**config.mk**
```make
export PLATFORM = sky130hd
export DESIGN_NAME = mov_atom_stream_carver
export DESIGN_NICKNAME = d
export VERILOG_FILES = /design/src/design/masc_pkg.sv /design/src/design/masc_csr.sv /design/src/design/masc_parse.sv /design/src/design/masc_queue.sv /design/src/design/mov_atom_stream_carver.sv
export SDC_FILE = /design/constraint.sdc
export NUM_CORES = 1
export LEC_CHECK = 0
export ABC_CLOCK_PERIOD_IN_PS = 9000
export BUFFER_PORTS_ARGS = -buffer_cell sky130_fd_sc_hd__clkbuf_2
export CAP_MARGIN = 5
export CORE_AREA = 3 3 311 313
export DETAILED_ROUTE_END_ITERATION = 6
export DIE_AREA = 0 0 314 316
export GPL_ROUTABILITY_DRIVEN = 1
export HOLD_SLACK_MARGIN = 0.12
export SLEW_MARGIN = 10
export SYNTH_ARGS = -nofsm -noshare
export SYNTH_HDL_FRONTEND = slang
export SYNTH_SLANG_ARGS = --single-unit
```
**constraint.sdc**
```tcl
create_clock -name clock -period 9 [get_ports clock]
set_input_delay 0.45 -clock clock [delete_from_list [all_inputs] [get_ports clock]]
set_output_delay 0.45 -clock clock [all_outputs]
set_load 0.01 [all_outputs]
```
**src/design/masc_pkg.sv**
```systemverilog
// Shared types, constants and a helper function of the movie atom carver.
package masc_pkg;

   localparam int BLOCK_W       = 25;
   localparam int NUMBER_W      = 32;
   localparam int QUEUE_DEPTH   = 4;
   localparam int QUEUE_PTR_W   = $clog2(QUEUE_DEPTH);
   localparam int QUEUE_LEVEL_W = $clog2(QUEUE_DEPTH + 1);

   localparam logic [BLOCK_W-1:0]  BLOCK_SIZE_RESET   = BLOCK_W'(512);
   localparam logic [NUMBER_W-1:0] FIRST_NUMBER_RESET = '0;

   // Register indexes as decoded from the address (byte address 4 * index).
   localparam logic REG_BLOCK_SIZE   = 1'b0;
   localparam logic REG_FIRST_NUMBER = 1'b1;

   // Atom type codes, four ASCII characters read big-endian.
   localparam logic [31:0] TYPE_FTYP = 32'h6674_7970;
   localparam logic [31:0] TYPE_MOOV = 32'h6D6F_6F76;
   localparam logic [31:0] TYPE_MDAT = 32'h6D64_6174;
   localparam logic [31:0] TYPE_FREE = 32'h6672_6565;
   localparam logic [31:0] TYPE_SKIP = 32'h736B_6970;
   localparam logic [31:0] TYPE_WIDE = 32'h7769_6465;
   localparam logic [31:0] TYPE_PNOT = 32'h706E_6F74;

   typedef enum logic [1:0] {
      PH_SCAN   = 2'd0,
      PH_HEADER = 2'd1,
      PH_COPY   = 2'd2
   } phase_type;

   typedef struct packed {
      logic [BLOCK_W-1:0]  block_size;
      logic                number_load;
      logic [NUMBER_W-1:0] number_value;
   } cfg_type;

   // One queue entry: either a single result or a burst of eight header bytes.
   typedef struct packed {
      logic [63:0]         bytes;
      logic                burst;
      logic                present;
      logic                start;
      logic                fin;
      logic [NUMBER_W-1:0] number;
   } desc_type;

   typedef struct packed {
      logic [7:0]          out_byte;
      logic                byte_present;
      logic [NUMBER_W-1:0] file_number;
      logic                file_start;
      logic                file_end;
      logic                run_last;
   } res_type;

   function automatic logic type_ok(input logic [31:0] code);
      type_ok = (code == TYPE_FTYP) || (code == TYPE_MOOV) || (code == TYPE_MDAT) ||
                (code == TYPE_FREE) || (code == TYPE_SKIP) || (code == TYPE_WIDE) ||
                (code == TYPE_PNOT);
   endfunction

endpackage

```
**src/design/masc_csr.sv**
```systemverilog
// Configuration registers of the movie atom carver behind a simple APB-style port.
module masc_csr
   import masc_pkg::*;
(
   input  logic                clock,
   input  logic                reset,
   input  logic                csr_psel,
   input  logic                csr_penable,
   input  logic                csr_pwrite,
   input  logic [2:0]          csr_paddr,
   input  logic [31:0]         csr_pwdata,
   output logic [31:0]         csr_prdata,
   output logic                csr_pready,
   output cfg_type             cfg
);

   logic [BLOCK_W-1:0]  block_size_ff;
   logic [BLOCK_W-1:0]  block_size_in;
   logic [NUMBER_W-1:0] first_number_ff;
   logic [NUMBER_W-1:0] first_number_in;
   logic                write_en;
   logic                reg_sel;

   assign csr_pready = 1'b1;
   assign write_en   = csr_psel & csr_penable & csr_pwrite;
   assign reg_sel    = csr_paddr[2];

   always_comb begin
      block_size_in   = block_size_ff;
      first_number_in = first_number_ff;
      if (write_en) begin
         case (reg_sel)
            REG_BLOCK_SIZE:   block_size_in   = csr_pwdata[BLOCK_W-1:0];
            REG_FIRST_NUMBER: first_number_in = csr_pwdata;
            default:          block_size_in   = block_size_ff;
         endcase
      end
   end

   always_ff @(posedge clock) begin
      if (reset) begin
         block_size_ff   <= BLOCK_SIZE_RESET;
         first_number_ff <= FIRST_NUMBER_RESET;
      end else begin
         block_size_ff   <= block_size_in;
         first_number_ff <= first_number_in;
      end
   end

   always_comb begin
      case (reg_sel)
         REG_BLOCK_SIZE:   csr_prdata = 32'(block_size_ff);
         REG_FIRST_NUMBER: csr_prdata = first_number_ff;
         default:          csr_prdata = '0;
      endcase
   end

   // A write of the first number also reloads the running file number.
   assign cfg.block_size   = block_size_ff;
   assign cfg.number_load  = write_en & (reg_sel == REG_FIRST_NUMBER);
   assign cfg.number_value = csr_pwdata;

endmodule

```
**src/design/masc_parse.sv**
```systemverilog
// Input register and single-pass scan and atom header parser of the carver.
module masc_parse
   import masc_pkg::*;
#(
   parameter int OFFSET_BITS = 24
)
(
   input  logic     clock,
   input  logic     reset,
   input  cfg_type  cfg,
   input  logic     in_load,
   input  logic [7:0] in_byte,
   input  logic     in_eos,
   output logic     busy,
   output logic     push,
   output desc_type push_desc
);

   localparam int EW = (OFFSET_BITS + 1 > BLOCK_W) ? OFFSET_BITS + 1 : BLOCK_W;

   logic                   s1_valid_ff;
   logic [7:0]             s1_byte_ff;
   logic                   s1_eos_ff;

   phase_type              phase_ff, phase_in;
   logic [2:0]             fill_ff, fill_in;
   logic [31:0]            rem_ff, rem_in;
   logic [OFFSET_BITS-1:0] offset_ff, offset_in;
   logic                   skip_ff, skip_in;
   logic [NUMBER_W-1:0]    num_ff, num_in;
   logic [7:0]             hdr_ff [8];
   logic [7:0]             hdr_in [8];

   logic [EW-1:0]          bs_raw;
   logic [EW-1:0]          bs_top;
   logic [EW-1:0]          bs_eff;
   logic [EW-1:0]          pos_inc;
   logic [OFFSET_BITS-1:0] next_off;
   logic                   pos_zero;
   logic                   wr_hdr;
   logic                   closed;
   logic [31:0]            hdr_size;
   logic [31:0]            hdr_kind;
   logic                   too_small;
   desc_type               desc;
   logic                   emit;

   // Effective block size, clamped to [8, 2^OFFSET_BITS], and the next offset.
   assign bs_raw  = EW'(cfg.block_size);
   assign bs_top  = EW'(1) << OFFSET_BITS;
   assign bs_eff  = (bs_raw < EW'(8)) ? EW'(8) : ((bs_raw > bs_top) ? bs_top : bs_raw);
   assign pos_inc = EW'(offset_ff) + EW'(1);
   assign next_off = (pos_inc >= bs_eff) ? '0 : pos_inc[OFFSET_BITS-1:0];
   assign pos_zero = (offset_ff == '0);

   always_comb begin
      phase_in  = phase_ff;
      fill_in   = fill_ff;
      rem_in    = rem_ff;
      offset_in = offset_ff;
      skip_in   = skip_ff;
      num_in    = num_ff;
      hdr_in    = hdr_ff;
      emit      = 1'b0;
      desc      = '0;
      desc.number = num_ff;
      closed    = 1'b0;
      wr_hdr    = 1'b0;
      hdr_size  = '0;
      hdr_kind  = '0;
      too_small = 1'b0;
      if (s1_valid_ff) begin
         case (phase_ff)
            PH_COPY: begin
               emit              = 1'b1;
               desc.bytes[7:0]   = s1_byte_ff;
               desc.present      = 1'b1;
               rem_in            = rem_ff - 32'd1;
               if (rem_ff == 32'd1) begin
                  phase_in = PH_HEADER;
               end
            end
            PH_HEADER: begin
               wr_hdr = 1'b1;
            end
            default: begin
               if ((fill_ff != 3'd0) || (pos_zero && !skip_ff)) begin
                  wr_hdr = 1'b1;
               end else if (pos_zero) begin
                  skip_in = 1'b0;
               end
            end
         endcase

         if (wr_hdr) begin
            hdr_in[fill_ff] = s1_byte_ff;
            fill_in         = fill_ff + 3'd1;
         end

         hdr_size  = {hdr_in[0], hdr_in[1], hdr_in[2], hdr_in[3]};
         hdr_kind  = {hdr_in[4], hdr_in[5], hdr_in[6], hdr_in[7]};
         too_small = (hdr_size < 32'd8);

         // Eighth header byte: judge the whole header.
         if (wr_hdr && (fill_ff == 3'd7)) begin
            if (phase_ff == PH_HEADER) begin
               if (too_small || !type_ok(hdr_kind)) begin
                  emit     = 1'b1;
                  desc.fin = 1'b1;
                  phase_in = PH_SCAN;
                  closed   = 1'b1;
               end else begin
                  emit       = 1'b1;
                  desc.burst = 1'b1;
                  desc.present = 1'b1;
                  desc.bytes = {hdr_in[7], hdr_in[6], hdr_in[5], hdr_in[4],
                                hdr_in[3], hdr_in[2], hdr_in[1], hdr_in[0]};
                  rem_in     = hdr_size - 32'd8;
                  phase_in   = (hdr_size == 32'd8) ? PH_HEADER : PH_COPY;
               end
            end else if (hdr_kind == TYPE_FTYP) begin
               num_in      = num_ff + NUMBER_W'(1);
               desc.number = num_in;
               if (too_small) begin
                  emit       = 1'b1;
                  desc.start = 1'b1;
                  desc.fin   = 1'b1;
                  closed     = 1'b1;
               end else begin
                  emit         = 1'b1;
                  desc.burst   = 1'b1;
                  desc.present = 1'b1;
                  desc.start   = 1'b1;
                  desc.bytes   = {hdr_in[7], hdr_in[6], hdr_in[5], hdr_in[4],
                                  hdr_in[3], hdr_in[2], hdr_in[1], hdr_in[0]};
                  rem_in       = hdr_size - 32'd8;
                  phase_in     = (hdr_size == 32'd8) ? PH_HEADER : PH_COPY;
               end
            end
         end

         if (closed && (next_off == '0)) begin
            skip_in = 1'b1;
         end
         offset_in = next_off;

         // End of the image closes an open movie and restarts the scan.
         if (s1_eos_ff) begin
            if (phase_in != PH_SCAN) begin
               desc.fin = 1'b1;
               emit     = 1'b1;
            end
            phase_in  = PH_SCAN;
            fill_in   = '0;
            rem_in    = '0;
            offset_in = '0;
            skip_in   = 1'b0;
         end
      end
      if (cfg.number_load) begin
         num_in = cfg.number_value;
      end
   end

   always_ff @(posedge clock) begin
      if (reset) begin
         s1_valid_ff <= 1'b0;
         phase_ff    <= PH_SCAN;
         fill_ff     <= '0;
         rem_ff      <= '0;
         offset_ff   <= '0;
         skip_ff     <= 1'b0;
         num_ff      <= FIRST_NUMBER_RESET;
      end else begin
         s1_valid_ff <= in_load;
         phase_ff    <= phase_in;
         fill_ff     <= fill_in;
         rem_ff      <= rem_in;
         offset_ff   <= offset_in;
         skip_ff     <= skip_in;
         num_ff      <= num_in;
      end
   end

   always_ff @(posedge clock) begin
      if (in_load) begin
         s1_byte_ff <= in_byte;
         s1_eos_ff  <= in_eos;
      end
      hdr_ff <= hdr_in;
   end

   assign busy      = s1_valid_ff;
   assign push      = emit;
   assign push_desc = desc;

endmodule

```
**src/design/masc_queue.sv**
```systemverilog
// Result queue and serialiser that expands header bursts into single results.
module masc_queue
   import masc_pkg::*;
(
   input  logic                     clock,
   input  logic                     reset,
   input  logic                     push,
   input  desc_type                 push_desc,
   output logic [QUEUE_LEVEL_W-1:0] level,
   output logic                     rsp_valid,
   input  logic                     rsp_ready,
   output res_type                  rsp
);

   desc_type                 mem [QUEUE_DEPTH];
   logic [QUEUE_PTR_W-1:0]   wr_ptr_ff, wr_ptr_in;
   logic [QUEUE_PTR_W-1:0]   rd_ptr_ff, rd_ptr_in;
   logic [QUEUE_LEVEL_W-1:0] count_ff, count_in;
   desc_type                 cur_ff;
   logic                     cur_valid_ff, cur_valid_in;
   logic [2:0]               idx_ff, idx_in;
   logic                     last_now;
   logic                     fire;
   logic                     free;
   logic                     pop;

   assign last_now = !cur_ff.burst || (idx_ff == 3'd7);
   assign fire     = cur_valid_ff & rsp_ready;
   assign free     = !cur_valid_ff || (fire && last_now);
   assign pop      = free && (count_ff != '0);

   always_comb begin
      wr_ptr_in    = push ? wr_ptr_ff + QUEUE_PTR_W'(1) : wr_ptr_ff;
      rd_ptr_in    = pop  ? rd_ptr_ff + QUEUE_PTR_W'(1) : rd_ptr_ff;
      count_in     = count_ff + QUEUE_LEVEL_W'(push) - QUEUE_LEVEL_W'(pop);
      cur_valid_in = cur_valid_ff;
      idx_in       = idx_ff;
      if (pop) begin
         cur_valid_in = 1'b1;
         idx_in       = '0;
      end else if (free) begin
         cur_valid_in = 1'b0;
      end else if (fire) begin
         idx_in = idx_ff + 3'd1;
      end
   end

   always_ff @(posedge clock) begin
      if (reset) begin
         wr_ptr_ff    <= '0;
         rd_ptr_ff    <= '0;
         count_ff     <= '0;
         cur_valid_ff <= 1'b0;
         idx_ff       <= '0;
      end else begin
         wr_ptr_ff    <= wr_ptr_in;
         rd_ptr_ff    <= rd_ptr_in;
         count_ff     <= count_in;
         cur_valid_ff <= cur_valid_in;
         idx_ff       <= idx_in;
      end
   end

   always_ff @(posedge clock) begin
      if (push) begin
         mem[wr_ptr_ff] <= push_desc;
      end
      if (pop) begin
         cur_ff <= mem[rd_ptr_ff];
      end
   end

   assign level     = count_ff;
   assign rsp_valid = cur_valid_ff;

   always_comb begin
      rsp.out_byte     = cur_ff.burst ? cur_ff.bytes[8*idx_ff +: 8] : cur_ff.bytes[7:0];
      rsp.byte_present = cur_ff.present;
      rsp.file_number  = cur_ff.number;
      rsp.file_start   = cur_ff.start && (idx_ff == 3'd0);
      rsp.file_end     = cur_ff.fin && last_now;
      rsp.run_last     = last_now;
   end

endmodule

```
**src/design/mov_atom_stream_carver.sv**
```systemverilog
// Top level of the movie atom carver: configuration, parser and result queue.
//
//   Channel   Direction  Transfer contents
//   req_*     in         tdata[7:0] data_byte; tlast end_of_stream
//   rsp_*     out        tdata out_byte, file_number, file_start, file_end; tuser
//                        byte_present; tlast run_last
//   csr_*     in/out     APB-style access to block_size (0x0) and first_number (0x4)
//
// One input transfer can be taken in every cycle while req_tready is high. Each byte is
// held in the input register, where the parser updates its scan state and writes at
// most one entry into a four-entry result queue; the serialiser then sends one result
// per cycle while rsp_tready is high, so an accepted atom header takes eight results.
// Reset is synchronous and clears all control state; no clearing pass is needed.
// A stall on the result side fills the queue, after which req_tready drops.
module mov_atom_stream_carver
   import masc_pkg::*;
#(
   parameter int OFFSET_BITS = 24
)
(
   input  logic        clock,
   input  logic        reset,
   input  logic        req_tvalid,
   output logic        req_tready,
   input  logic [7:0]  req_tdata,    // [7:0] data_byte
   input  logic        req_tlast,
   output logic        rsp_tvalid,
   input  logic        rsp_tready,
   output logic [47:0] rsp_tdata,    // [7:0] out_byte, [39:8] file_number,
                                     // [40] file_start, [41] file_end, [47:42] zero
   output logic        rsp_tuser,    // [0] byte_present
   output logic        rsp_tlast,
   input  logic        csr_psel,
   input  logic        csr_penable,
   input  logic        csr_pwrite,
   input  logic [2:0]  csr_paddr,
   input  logic [31:0] csr_pwdata,
   output logic [31:0] csr_prdata,
   output logic        csr_pready
);

   cfg_type                  cfg;
   logic                     busy;
   logic                     push;
   desc_type                 push_desc;
   logic [QUEUE_LEVEL_W-1:0] q_level;
   logic [QUEUE_LEVEL_W:0]   committed;
   logic                     in_load;
   res_type                  rsp;

   masc_csr u_csr (
      .clock       (clock),
      .reset       (reset),
      .csr_psel    (csr_psel),
      .csr_penable (csr_penable),
      .csr_pwrite  (csr_pwrite),
      .csr_paddr   (csr_paddr),
      .csr_pwdata  (csr_pwdata),
      .csr_prdata  (csr_prdata),
      .csr_pready  (csr_pready),
      .cfg         (cfg)
   );

   // A byte in the input register may still write an entry into the queue, so it
   // counts against the free space before a new transfer is taken.
   assign committed  = (QUEUE_LEVEL_W+1)'(q_level) + (QUEUE_LEVEL_W+1)'(busy);
   assign req_tready = (committed < (QUEUE_LEVEL_W+1)'(QUEUE_DEPTH));
   assign in_load    = req_tvalid & req_tready;

   masc_parse #(
      .OFFSET_BITS (OFFSET_BITS)
   ) u_parse (
      .clock     (clock),
      .reset     (reset),
      .cfg       (cfg),
      .in_load   (in_load),
      .in_byte   (req_tdata),
      .in_eos    (req_tlast),
      .busy      (busy),
      .push      (push),
      .push_desc (push_desc)
   );

   masc_queue u_queue (
      .clock     (clock),
      .reset     (reset),
      .push      (push),
      .push_desc (push_desc),
      .level     (q_level),
      .rsp_valid (rsp_tvalid),
      .rsp_ready (rsp_tready),
      .rsp       (rsp)
   );

   assign rsp_tdata = {6'b0, rsp.file_end, rsp.file_start, rsp.file_number, rsp.out_byte};
   assign rsp_tuser = rsp.byte_present;
   assign rsp_tlast = rsp.run_last;

   // The admission rule must keep the queue from ever overflowing.
   assert property (@(posedge clock) disable iff (reset)
      q_level <= QUEUE_LEVEL_W'(QUEUE_DEPTH))
      else $error("result queue overflow");

   // A pure end marker always closes a movie.
   assert property (@(posedge clock) disable iff (reset)
      (rsp_tvalid && !rsp_tuser) |-> rsp_tdata[41])
      else $error("end marker without file_end");

   // A pure end marker is always the last result of its input byte.
   assert property (@(posedge clock) disable iff (reset)
      (rsp_tvalid && !rsp_tuser) |-> rsp_tlast)
      else $error("end marker not last of run");

   // A movie that opens with data opens with an eight-byte header burst.
   assert property (@(posedge clock) disable iff (reset)
      (rsp_tvalid && rsp_tuser && rsp_tdata[40]) |-> !rsp_tlast)
      else $error("file start not at head of header burst");

endmodule

```
==> out/results.ini, run 1 <==
[power_and_ir_drop]
netSwitchingFraction_pct = 26.34
powerDensity_nw_per_um2 = 228.8
p_seq_share_pct = 49.0
p_leak_nw = 12.42
p_int_mw = 6.353
power_mw = 8.624
pwr-share-comb_pct = 14.4
peakVddDrop_mv = 0.1681
p_clk_share_pct = 36.6
switching_power_mw = 2.271

[critical_path]
critPathLaunchType = flop
critical_path_class = flop to flop
crit_required_ns = 9.40
end_kind = flop
cp_max_fo = 41
critPathArrivalTime_ns = 7.03

[sta]
rsz0062_at_grt = false
holdWs_ns = 0.1652
slew_viol_final = 0
layout_min_cycle_time_ns = 6.626
fin_crit_sh_pct = 73.62
final_hold_viol_count = 0
finalClockSkew_ns = 0.02934
tightest_slew_ns = 1.142
fin_tns_setup_ns = 0
slew_headroom_pct = 23.86
max_freq_mhz = 150.9
setup_violations = 0

[cts]
cts_tree = yes
cts_sinks = 736
clk_pin_slew_ns = 0.06
clockBufferDepth = 3
cts_buffers = 75
clockRootBuffer = clkbuf_16
htree_levels = 3
postCtsSetupBuffers = 0
post_cts.resized_instances = 0
cts.hold.buffers_added = 39
clk_latency_ns = 0.63

[finish]
finalInstanceArea_um2 = 37690
stdcell_count = 3972
diodes = 0
area_growth_pct = 14.30
layout-drive-gt1-share_pct = 18.47
nets = 2743
multiInputGateArea_um2 = 11410
fillers = 8731
register_area_um2 = 20480

[routing]
vias_per_cell = 5.150
routedWlPerCell_um = 20.18
dr.pass1.iters = 6
vias = 20450
wirelength_um = 80160
drtIter0Drc = 1969
antenna_left = 0
drc = 0

[synthesis]
seq_area_frac_synth_pct = 62.07
post_synth.cell_area_avg_um2 = 13.15
syn_inst = 2508
ys_ff_latch = 736
synthArstFlopShare_pct = 0
synth_edf_count = 573
ys_warn_count = 0
synth_top_cell_area_share_pct = 52.18
synth_cell_types = 87
synth_area_um2 = 32980
synth_flop_cell = edfxtp_1
synthTopCellsByArea = edfxtp_1 52%, dfxtp_1 9.9%, mux4_2 7.9%
synth_top_area_cell = edfxtp_1

[die]
coreArea_um2 = 94590
chipWidth_um = 314
initial_core_util_pct = 34.86
io_pins = 136
die-area_um2 = 99220
num_rows = 113
die_y_um = 316

[placed_design]
gp_congestion = 0.8557
portBuffers = 126
dp_hpwl_um = 52590
placed_area_um2 = 34810
place_inst = 3794

[hold_path]
hold_path.class = primary input to flop

[global_routing]
grt_remaining_overflow = 0
track_usage_pct = 16.00
antenna_found_initial = 0
grt_first_pass_wirelength_um = 122300
grt_pass1_vias = 19760
grt_max_degree = 79

[job]
cap_violations = 0

[run_status]
outcome = complete, no violations

[power groups by stage]
stage,Sequential [mW],Combinational [mW],Clock [mW]
global route,4.26,1.36,3.39
global placement,4.31,1.25,0
floorplan,4.23,0.938,0
CTS,4.24,1.28,3.24
detailed placement,4.31,1.26,0
finish,4.22,1.24,3.16
[layout make-up]
cell class                      instances  area share (%)
Sequential cell                       736           54.34
Multi-Input combinational cell       1524           30.28
Clock buffer                           92           5.261
Tap cell                             1265           4.199
Timing Repair Buffer                  207           3.552
Clock inverter                         47           1.364
Inverter                              101           1.006
[sequential cells by signal (all words and copies together), names as in the netlist]
signal,cells
u_queue.wr_ptr_ff,2
u_queue.cur_ff,67
u_csr.block_size_ff,25
u_parse.s1_eos_ff,1
u_queue.idx_ff,3
u_parse.phase_ff,2
u_queue.rsp_valid,1
u_parse.fill_ff,3
u_csr.first_number_ff,32
u_parse.rem_ff,32
u_parse.offset_ff,24
u_parse.busy,1
u_parse.s1_byte_ff,8
u_parse.hdr_ff,64
u_parse.num_ff,32
u_queue.rsp,33
u_queue.level,3
u_parse.skip_ff,1
u_queue.rd_ptr_ff,2
u_queue.mem,400
[per-stage QoR]
step | util, % | setup slack (ns)
detailed placement | 36.80 | 2.560
global route | 39.85 | 1.925
floorplan | - | 1.303
CTS | 39.85 | 2.481
global placement | 36.80 | 2.586
finish | 39.85 | 2.375
[layer usage]
| metal | up-vias | global-route usage [%] | share of wire [%] |
|---|---|---|---|
| met5 | - | 0 | 0 |
| met4 | 0 | 4.473 | 2.1 |
| met3 | 113 | 2.727 | 5.6 |
| met2 | 589 | 25.57 | 47 |
| met1 | 10190 | 22.53 | 45 |
| li1 | 9567 | - | - |
[cells by family after synthesis]
| family | count (synthesis) | synth area share (%) |
|---|---|---|
| buffers and inverters | 273 | 3.715 |
| flip-flops | 736 | 62.07 |
| multiplexers | 236 | 11.85 |
| other | 2 | 0.02277 |
| AND/OR/NAND/NOR | 780 | 11.63 |
| adder cells (fa/ha/maj) | 47 | 1.806 |
| XOR/XNOR | 86 | 2.284 |
| AO/OA/AOI/OAI | 348 | 6.621 |
[final timing paths]
kind | depth (start not counted) | to | slack (ns) | from
min reg2reg | 2 | u_csr.first_number_ff[8]$_SDFFE_PP0P_ | 0.45 | u_csr.first_number_ff[8]$_SDFFE_PP0P_
max | 15 | u_queue.mem[1][39]$_DFFE_PP_ | 2.37 | u_parse.phase_ff[1]$_SDFFE_PP0P_
min | 3 | u_csr.first_number_ff[4]$_SDFFE_PP0P_ | 0.17 | csr_pwdata[4]
max reg2reg | 15 | u_queue.mem[1][39]$_DFFE_PP_ | 2.37 | u_parse.phase_ff[1]$_SDFFE_PP0P_
[cells in the mapped netlist, types with 5 or more instances]
library cell / n
a211oi_1: 18
a21o_1: 5
a21oi_1: 146
a22o_1: 11
a22oi_1: 18
a311oi_1: 6
a31oi_1: 6
and2_1: 35
and3_1: 25
and3b_1: 7
buf_1: 22
buf_2: 16
buf_4: 40
clkbuf_1: 90
dfxtp_1: 163
edfxtp_1: 573
ha_1: 46
inv_1: 100
mux2_2: 52
mux2i_1: 64
mux4_2: 116
nand2_1: 273
nand2b_1: 8
nand3_1: 44
nand3b_1: 10
nand4_1: 23
nor2_1: 182
nor2b_1: 16
nor3_1: 55
nor3b_1: 5
nor4_1: 36
o211ai_1: 7
o21a_1: 6
o21ai_0: 55
o21ai_1: 8
o22ai_1: 9
o2bb2ai_1: 5
o31ai_1: 8
or2_2: 10
or3_1: 13
or4_1: 11
xnor2_1: 51
xor2_1: 35
[cells in the final DEF (no fill, tap or decap), types with 55 or more instances in the layout]
cell,instances
clkbuf_2,125
edfxtp_1,573
a21oi_1,145
nor2_1,179
dfxtp_1,160
mux4_2,116
clkbuf_16,77
inv_1,100
mux2i_1,64
nor3_1,55
nand2_1,273
[critical path, stage by stage, from the launching register on]
cell and delay (ns):
dfxtp_1 0.33, inv_1 0.06, ha_1 0.48, or2_1 0.52, nand3_1 0.73, mux2i_1 0.60
o211ai_1 0.23, or2_2 0.40, nor2_1 0.30, o21ai_0 0.27, a21oi_1 0.95, nand3_2 0.13
buf_4 0.36, inv_1 0.56, o22ai_1 0.15, nor2_1 0.31
Note: power is estimated with default switching activity, not from simulation.
==> run 2: changes to the inputs <==
- ABC_CLOCK_PERIOD_IN_PS: 9000 -> 6200
- clock period: 9 -> 6.2 ns (I/O delays scaled with it)
==> run 2 against run 1 <==
Effect of this change: worst setup slack lost 1.6 ns; non-clock buffer count grew 23; sequential cell count is the same; maximum frequency grew 21%; clock-buffer cell count shrank 2; combinational power grew 47%; die area is the same; design area grew 0.88%; highest routed layer unchanged.
==> out/results.ini, run 2 (synthesized netlist as in run 1, its figures left out) <==
[global_routing]
grt_remaining_overflow = 0  ; unchanged
met2_usage_pct = 25.88  ; +0.31 points
grt_pass1_vias = 20090  ; +1.7%
top_usage_layer = met2
track_usage_pct = 16.21  ; +0.21 points
antenna_found_initial = 1  ; +1
grt_max_degree = 101  ; +28%
grt_first_pass_wirelength_um = 123800  ; +1.2%
met3_usage_pct = 2.458  ; -0.27 points
use_met1_pct = 22.72  ; +0.20 points

[finish]
diodes = 0  ; unchanged
top_register = u_queue.mem
layout_common_cells = 573 x edfxtp_1, 273 x nand2_1, 181 x nor2_1
area_growth_pct = 15.31
largest_reg_flops = 400  ; unchanged
fin_util_pct = 40.20  ; +0.35 points
final_common_cell = edfxtp_1
reg_top3 = u_queue.mem: 400 flops, u_queue.cur_ff: 67 flops, u_parse.hdr_ff: 64 flops
nets = 2767  ; +0.87%
finalInstanceArea_um2 = 38020  ; +0.88%
layout-drive-gt1-share_pct = 19.16  ; +0.69 points

[sta]
fin_crit_sh_pct = 87.99  ; +14 points
fin_tns_setup_ns = 0  ; unchanged
rsz0062_at_grt = false
max_freq_mhz = 183.3  ; +21%
tightest_slew_ns = 1.071  ; -0.07114 ns
timing.final.ws_setup_ns = 0.7447  ; -1.630 ns
slew_headroom_pct = 28.60  ; +4.7 points
layout_min_cycle_time_ns = 5.455  ; -1.170 ns
finalClockSkew_ns = 0.03206  ; +0.002720 ns
final_hold_viol_count = 0  ; unchanged
setup_violations = 0  ; unchanged
slew_viol_final = 0  ; unchanged

[critical_path]
r2r_slack_ns = 0.74  ; -1.63 ns
cp_max_fo = 20  ; -51%
r2r_start = u_parse.phase_ff[0]$_SDFFE_PP0P_
critPathArrivalTime_ns = 5.89  ; -1.14 ns
crit_required_ns = 6.64  ; -2.76 ns
worstReg2RegEnd = u_queue.mem[3][39]$_DFFE_PP_
reg2regPathDepth = 16  ; +1
end_kind = flop
critPathLaunchType = flop
critical_path_class = flop to flop

[placed_design]
portBuffers = 126  ; unchanged
pre_cts_slack_ns = 0.8448  ; -1.715 ns
gp_congestion = 0.8874  ; +3.7%
dp_hpwl_um = 54000  ; +2.7%
placed_area_um2 = 35030  ; +0.63%

[cts]
clockRootBuffer = clkbuf_16
clk_pin_slew_ns = 0.06  ; about the same
cts_tree = yes
post_cts.resized_instances = 0  ; unchanged
cts_sinks = 736  ; unchanged
cts_buffers = 76  ; +1.3%
cts.hold.buffers_added = 43  ; +10%
postCtsSetupBuffers = 0  ; unchanged
clk_latency_ns = 0.65  ; +0.02 ns
htree_levels = 3  ; unchanged
clockBufferDepth = 3  ; unchanged

[power_and_ir_drop]
power_mw = 12.62  ; +46%
powerDensity_nw_per_um2 = 332.0  ; +45%
p_leak_nw = 12.56  ; +1.1%
peakVddDrop_mv = 0.2980  ; +77%

[die]
chipWidth_um = 314  ; unchanged
die_y_um = 316  ; unchanged
coreArea_um2 = 94590  ; unchanged
num_rows = 113  ; unchanged
initial_core_util_pct = 34.86  ; unchanged
die-area_um2 = 99220  ; unchanged
io_pins = 136  ; unchanged

[routing]
dr.pass1.iters = 5  ; -1
drc = 0  ; unchanged
routedWlPerCell_um = 20.27  ; +0.46%
vias = 20490  ; +0.17%
drtIter0Drc = 1497  ; -24%
wirelength_um = 80970  ; +1.0%
antenna_left = 0  ; unchanged
vias_per_cell = 5.130  ; -0.38%

[hold_path]
hold_end = u_parse.s1_byte_ff[7]$_DFFE_PP_
hp-start = req_tvalid
hold_depth = 3  ; unchanged
hold_path.class = primary input to flop

[run_status]
outcome = complete, no violations

[job]
cap_violations = 0  ; unchanged

[run 2: cell count changes in the layout (fill, tap and decap cells not counted), moves of 2 or more]
| cell | previous run | this run |
|---|---|---|
| dlygate4sd3_1 | 39 | 43 |
| clkinv_16 | 0 | 3 |
| clkinvlp_4 | 4 | 10 |
| clkinv_2 | 13 | 11 |
| clkinv_1 | 14 | 8 |
| buf_4 | 43 | 55 |
| buf_12 | 0 | 7 |
| clkinv_8 | 4 | 2 |
| nor2_1 | 179 | 181 |
[run 2: metal layers]
layer  part of all wire [%]  routed length (um)
met5                      0                   0
met4                    2.4                1945
met3                    4.9                3974
met2                     47               38040
met1                     46               37020
[run 2: metrics by stage]
step	std cells	hold slack, ns
floorplan	2533	0.4089
global placement	3813	0.4383
detailed placement	3813	0.4451
CTS	3994	0.1989
global route	3994	0.2374
finish	3994	0.2380
[run 2: worst max-delay path by stage]
| stage | slack [ns] | cells after the start | startpoint | end |
|---|---|---|---|---|
| 2_1_floorplan | 0.28 | 14 | u_parse.fill_ff[0]$_SDFFE_PP0P_ | u_queue.mem[1][0]$_DFFE_PP_ |
| 3_3_place_gp | 0.92 | 16 | u_parse.phase_ff[0]$_SDFFE_PP0P_ | u_queue.mem[0][39]$_DFFE_PP_ |
| 3_5_place_dp | 0.84 | 16 | u_parse.phase_ff[0]$_SDFFE_PP0P_ | u_queue.mem[3][39]$_DFFE_PP_ |
| 4_1_cts | 0.81 | 16 | u_parse.phase_ff[0]$_SDFFE_PP0P_ | u_queue.mem[3][39]$_DFFE_PP_ |
| 5_1_grt | 0.42 | 16 | u_parse.phase_ff[0]$_SDFFE_PP0P_ | u_queue.mem[1][39]$_DFFE_PP_ |
| 6_report | 0.74 | 16 | u_parse.phase_ff[0]$_SDFFE_PP0P_ | u_queue.mem[3][39]$_DFFE_PP_ |
[run 2: area by class of cell]
class,count,area [um^2]
timing repair buffer,230,1609
clock inverter,48,613.1
inverter,101,379.1
fill,8785,56560
multi-input combinational,1524,11400
sequential,736,20480
clock buffer,90,1954
tap,1265,1583
[run 2: where the power goes]
part	internal, mW	switching (mW)	total (mW)
registers	5.85	0.287	6.13
logic	0.707	1.12	1.82
clock network	2.68	1.99	4.67
[run 2: critical path, stage by stage (launching register included)]
cell	delay [ns]
dfxtp_1	0.36
inv_1	0.06
ha_1	0.36
or2_1	0.46
nand3_1	0.54
mux2i_1	0.57
o211ai_1	0.24
or2_2	0.41
nor2_1	0.31
o21ai_0	0.26
a21oi_1	0.20
buf_4	0.23
nand3_2	0.11
buf_4	0.28
inv_1	0.49
o22ai_1	0.15
nor2_1	0.22
==> run 3: changes to the inputs <==
- CTS_BUF_LIST: unset -> sky130_fd_sc_hd__clkbuf_4 sky130_fd_sc_hd__clkbuf_8
==> run 3 against run 2 <==
Effect of this change: maximum frequency is 0.19% lower; via count is 0.66% higher; first-iteration DRC count is 4.5% lower; combinational power hardly changed; largest cell class unchanged.
==> out/results.ini, run 3 (synthesized netlist as in run 1, its figures left out) <==
[run_status]
outcome = complete, no violations

[finish]
fillers = 8841  ; +0.64%
reg_top3 = u_queue.mem: 400 flops, u_queue.cur_ff: 67 flops, u_parse.hdr_ff: 64 flops
layout-drive-gt1-share_pct = 21.49  ; +2.3 points
multiInputGateArea_um2 = 11400  ; unchanged
nets = 2810  ; +1.6%
finalInstanceArea_um2 = 37990  ; about the same
layout_common_cells = 573 x edfxtp_1, 273 x nand2_1, 181 x nor2_1
register_area_um2 = 20480  ; unchanged
top_register = u_queue.mem
fin_util_pct = 40.17  ; about the same
area_growth_pct = 15.21  ; about the same
largest_reg_flops = 400  ; unchanged
final_common_cell = edfxtp_1

[cts]
cts_buffers = 116  ; +53%
clockBufferDepth = 3  ; unchanged
post_cts.resized_instances = 0  ; unchanged
clockRootBuffer = clkbuf_8
htree_levels = 3  ; unchanged
clk_latency_ns = 0.76  ; +0.11 ns
clk_pin_slew_ns = 0.06  ; about the same
cts_tree = yes
cts_sinks = 736  ; unchanged

[routing]
routedWlPerCell_um = 19.92  ; -1.8%
vias_per_cell = 5.059  ; -1.4%
antenna_left = 0  ; unchanged
drc = 0  ; unchanged
vias = 20620  ; +0.66%
dr.pass1.iters = 7  ; +2
drtIter0Drc = 1430  ; -4.5%
wirelength_um = 81210  ; +0.29%

[die]
num_rows = 113  ; unchanged
coreArea_um2 = 94590  ; unchanged
initial_core_util_pct = 34.86  ; unchanged
chipWidth_um = 314  ; unchanged
die_y_um = 316  ; unchanged
die-area_um2 = 99220  ; unchanged
io_pins = 136  ; unchanged

[critical_path]
timing.critical_path.buf_inv = 4  ; unchanged
path_cells = inv_1 -> ha_1 -> or2_1 -> nand3_1 -> mux2i_1 -> o211ai_1 -> or2_2 -> nor2_1 -> o21ai_0 -> a21oi_1 -> buf_4 -> nand3_2 -> buf_4 -> inv_1 -> o22ai_1 -> nor2_1
cp_top_family = simple AND/OR/NAND/NOR gates
max_stage_delay_ns = 0.57  ; about the same
end_kind = flop
crit_slowest_cell = mux2i_1
crit_required_ns = 6.74  ; +0.10 ns
critPathLaunchType = flop
r2r_slack_ns = 0.73  ; about the same
critical_path_class = flop to flop
critPathArrivalTime_ns = 6.00  ; +0.11 ns
cp_max_fo = 20  ; unchanged

[hold_path]
hold_path.class = primary input to flop

[placed_design]
portBuffers = 126  ; unchanged
dp_hpwl_um = 54000  ; unchanged
placed_area_um2 = 35030  ; unchanged
gp_congestion = 0.8874  ; unchanged

[global_routing]
grt_first_pass_wirelength_um = 124100  ; +0.30%
grt_pass1_vias = 20560  ; +2.3%
track_usage_pct = 16.24  ; +0.026 points
antenna_found_initial = 1  ; unchanged
grt_max_degree = 101  ; unchanged
grt_remaining_overflow = 0  ; unchanged

[sta]
max_freq_mhz = 183.0  ; -0.19%
slew_viol_final = 0  ; unchanged
tightest_slew_ns = 1.077  ; +0.005773 ns
final_hold_viol_count = 0  ; unchanged
layout_min_cycle_time_ns = 5.466  ; +0.01030 ns
fin_tns_setup_ns = 0  ; unchanged
setup_violations = 0  ; unchanged
slew_headroom_pct = 28.22  ; -0.38 points
rsz0062_at_grt = false
finalClockSkew_ns = 0.04530  ; +0.01324 ns
fin_crit_sh_pct = 88.16  ; +0.17 points

[power_and_ir_drop]
powerDensity_nw_per_um2 = 324.5  ; -2.3%
p_leak_nw = 12.68  ; +0.97%
peakVddDrop_mv = 0.3072  ; +3.1%
power_mw = 12.33  ; -2.3%

[job]
cap_violations = 0  ; unchanged

run 3: path summary, 6_finish.rpt:
| kind | start | to | cells after the start |
|---|---|---|---|
| worst max-delay path | u_parse.phase_ff[0]$_SDFFE_PP0P_ | u_queue.mem[1][36]$_DFFE_PP_ | 16 |
| worst min-delay path | csr_pwrite | u_csr.block_size_ff[22]$_SDFFE_PP0P_ | 6 |
| worst max register to register | u_parse.phase_ff[0]$_SDFFE_PP0P_ | u_queue.mem[1][36]$_DFFE_PP_ | 16 |
| worst min register to register | u_csr.first_number_ff[29]$_SDFFE_PP0P_ | u_csr.first_number_ff[29]$_SDFFE_PP0P_ | 2 |
run 3: worst register-to-register path, stage by stage, from the launching register on:
cell      delay [ns]
dfxtp_1         0.35
inv_1           0.06
ha_1            0.36
or2_1           0.46
nand3_1         0.54
mux2i_1         0.57
o211ai_1        0.25
or2_2           0.41
nor2_1          0.31
o21ai_0         0.26
a21oi_1         0.20
buf_4           0.23
nand3_2         0.11
buf_4           0.29
inv_1           0.50
o22ai_1         0.16
nor2_1          0.22
run 3: metal layers:
layer | wire length, um | up-vias | global-route usage, %
met3 | 4249 | 152 | 3.231
li1 | - | 9735 | -
met2 | 37750 | 549 | 25.74
met4 | 2248 | 0 | 5.495
met1 | 36960 | 10190 | 22.37
met5 | 0 | - | 0
run 3: through the flow:
step	worst slack, ns	hold slack (ns)	instances
floorplan	0.2754	0.4089	2533
global placement	0.9175	0.4383	3813
detailed placement	0.8448	0.4451	3813
CTS	0.8031	0.1600	4076
global route	0.3652	0.2437	4077
finish	0.7344	0.2433	4077
run 3: report_power, final:
part           switching [mW]  total, mW  leakage (nW)  internal [mW]
registers               0.286       6.14          6.14           5.85
logic                    1.12       1.82          5.21          0.708
clock network            1.94       4.37          1.33           2.43
run 3: timing repair:
| item | CTS | global route |
|---|---|---|
| setup buffers | 0 | 0 |
| hold endpoints to repair | 119 | 0 |
| hold buffers | 46 | 0 |
run 3: layout make-up:
class	count	area share, %
inverters	101	0.9979
diodes	1	0.006587
multi-input cells	1524	30.02
clock buffers	170	5.500
clock inverters	47	1.090
well taps	1265	4.166
flip-flops and latches	736	53.91
repair buffers	233	4.314
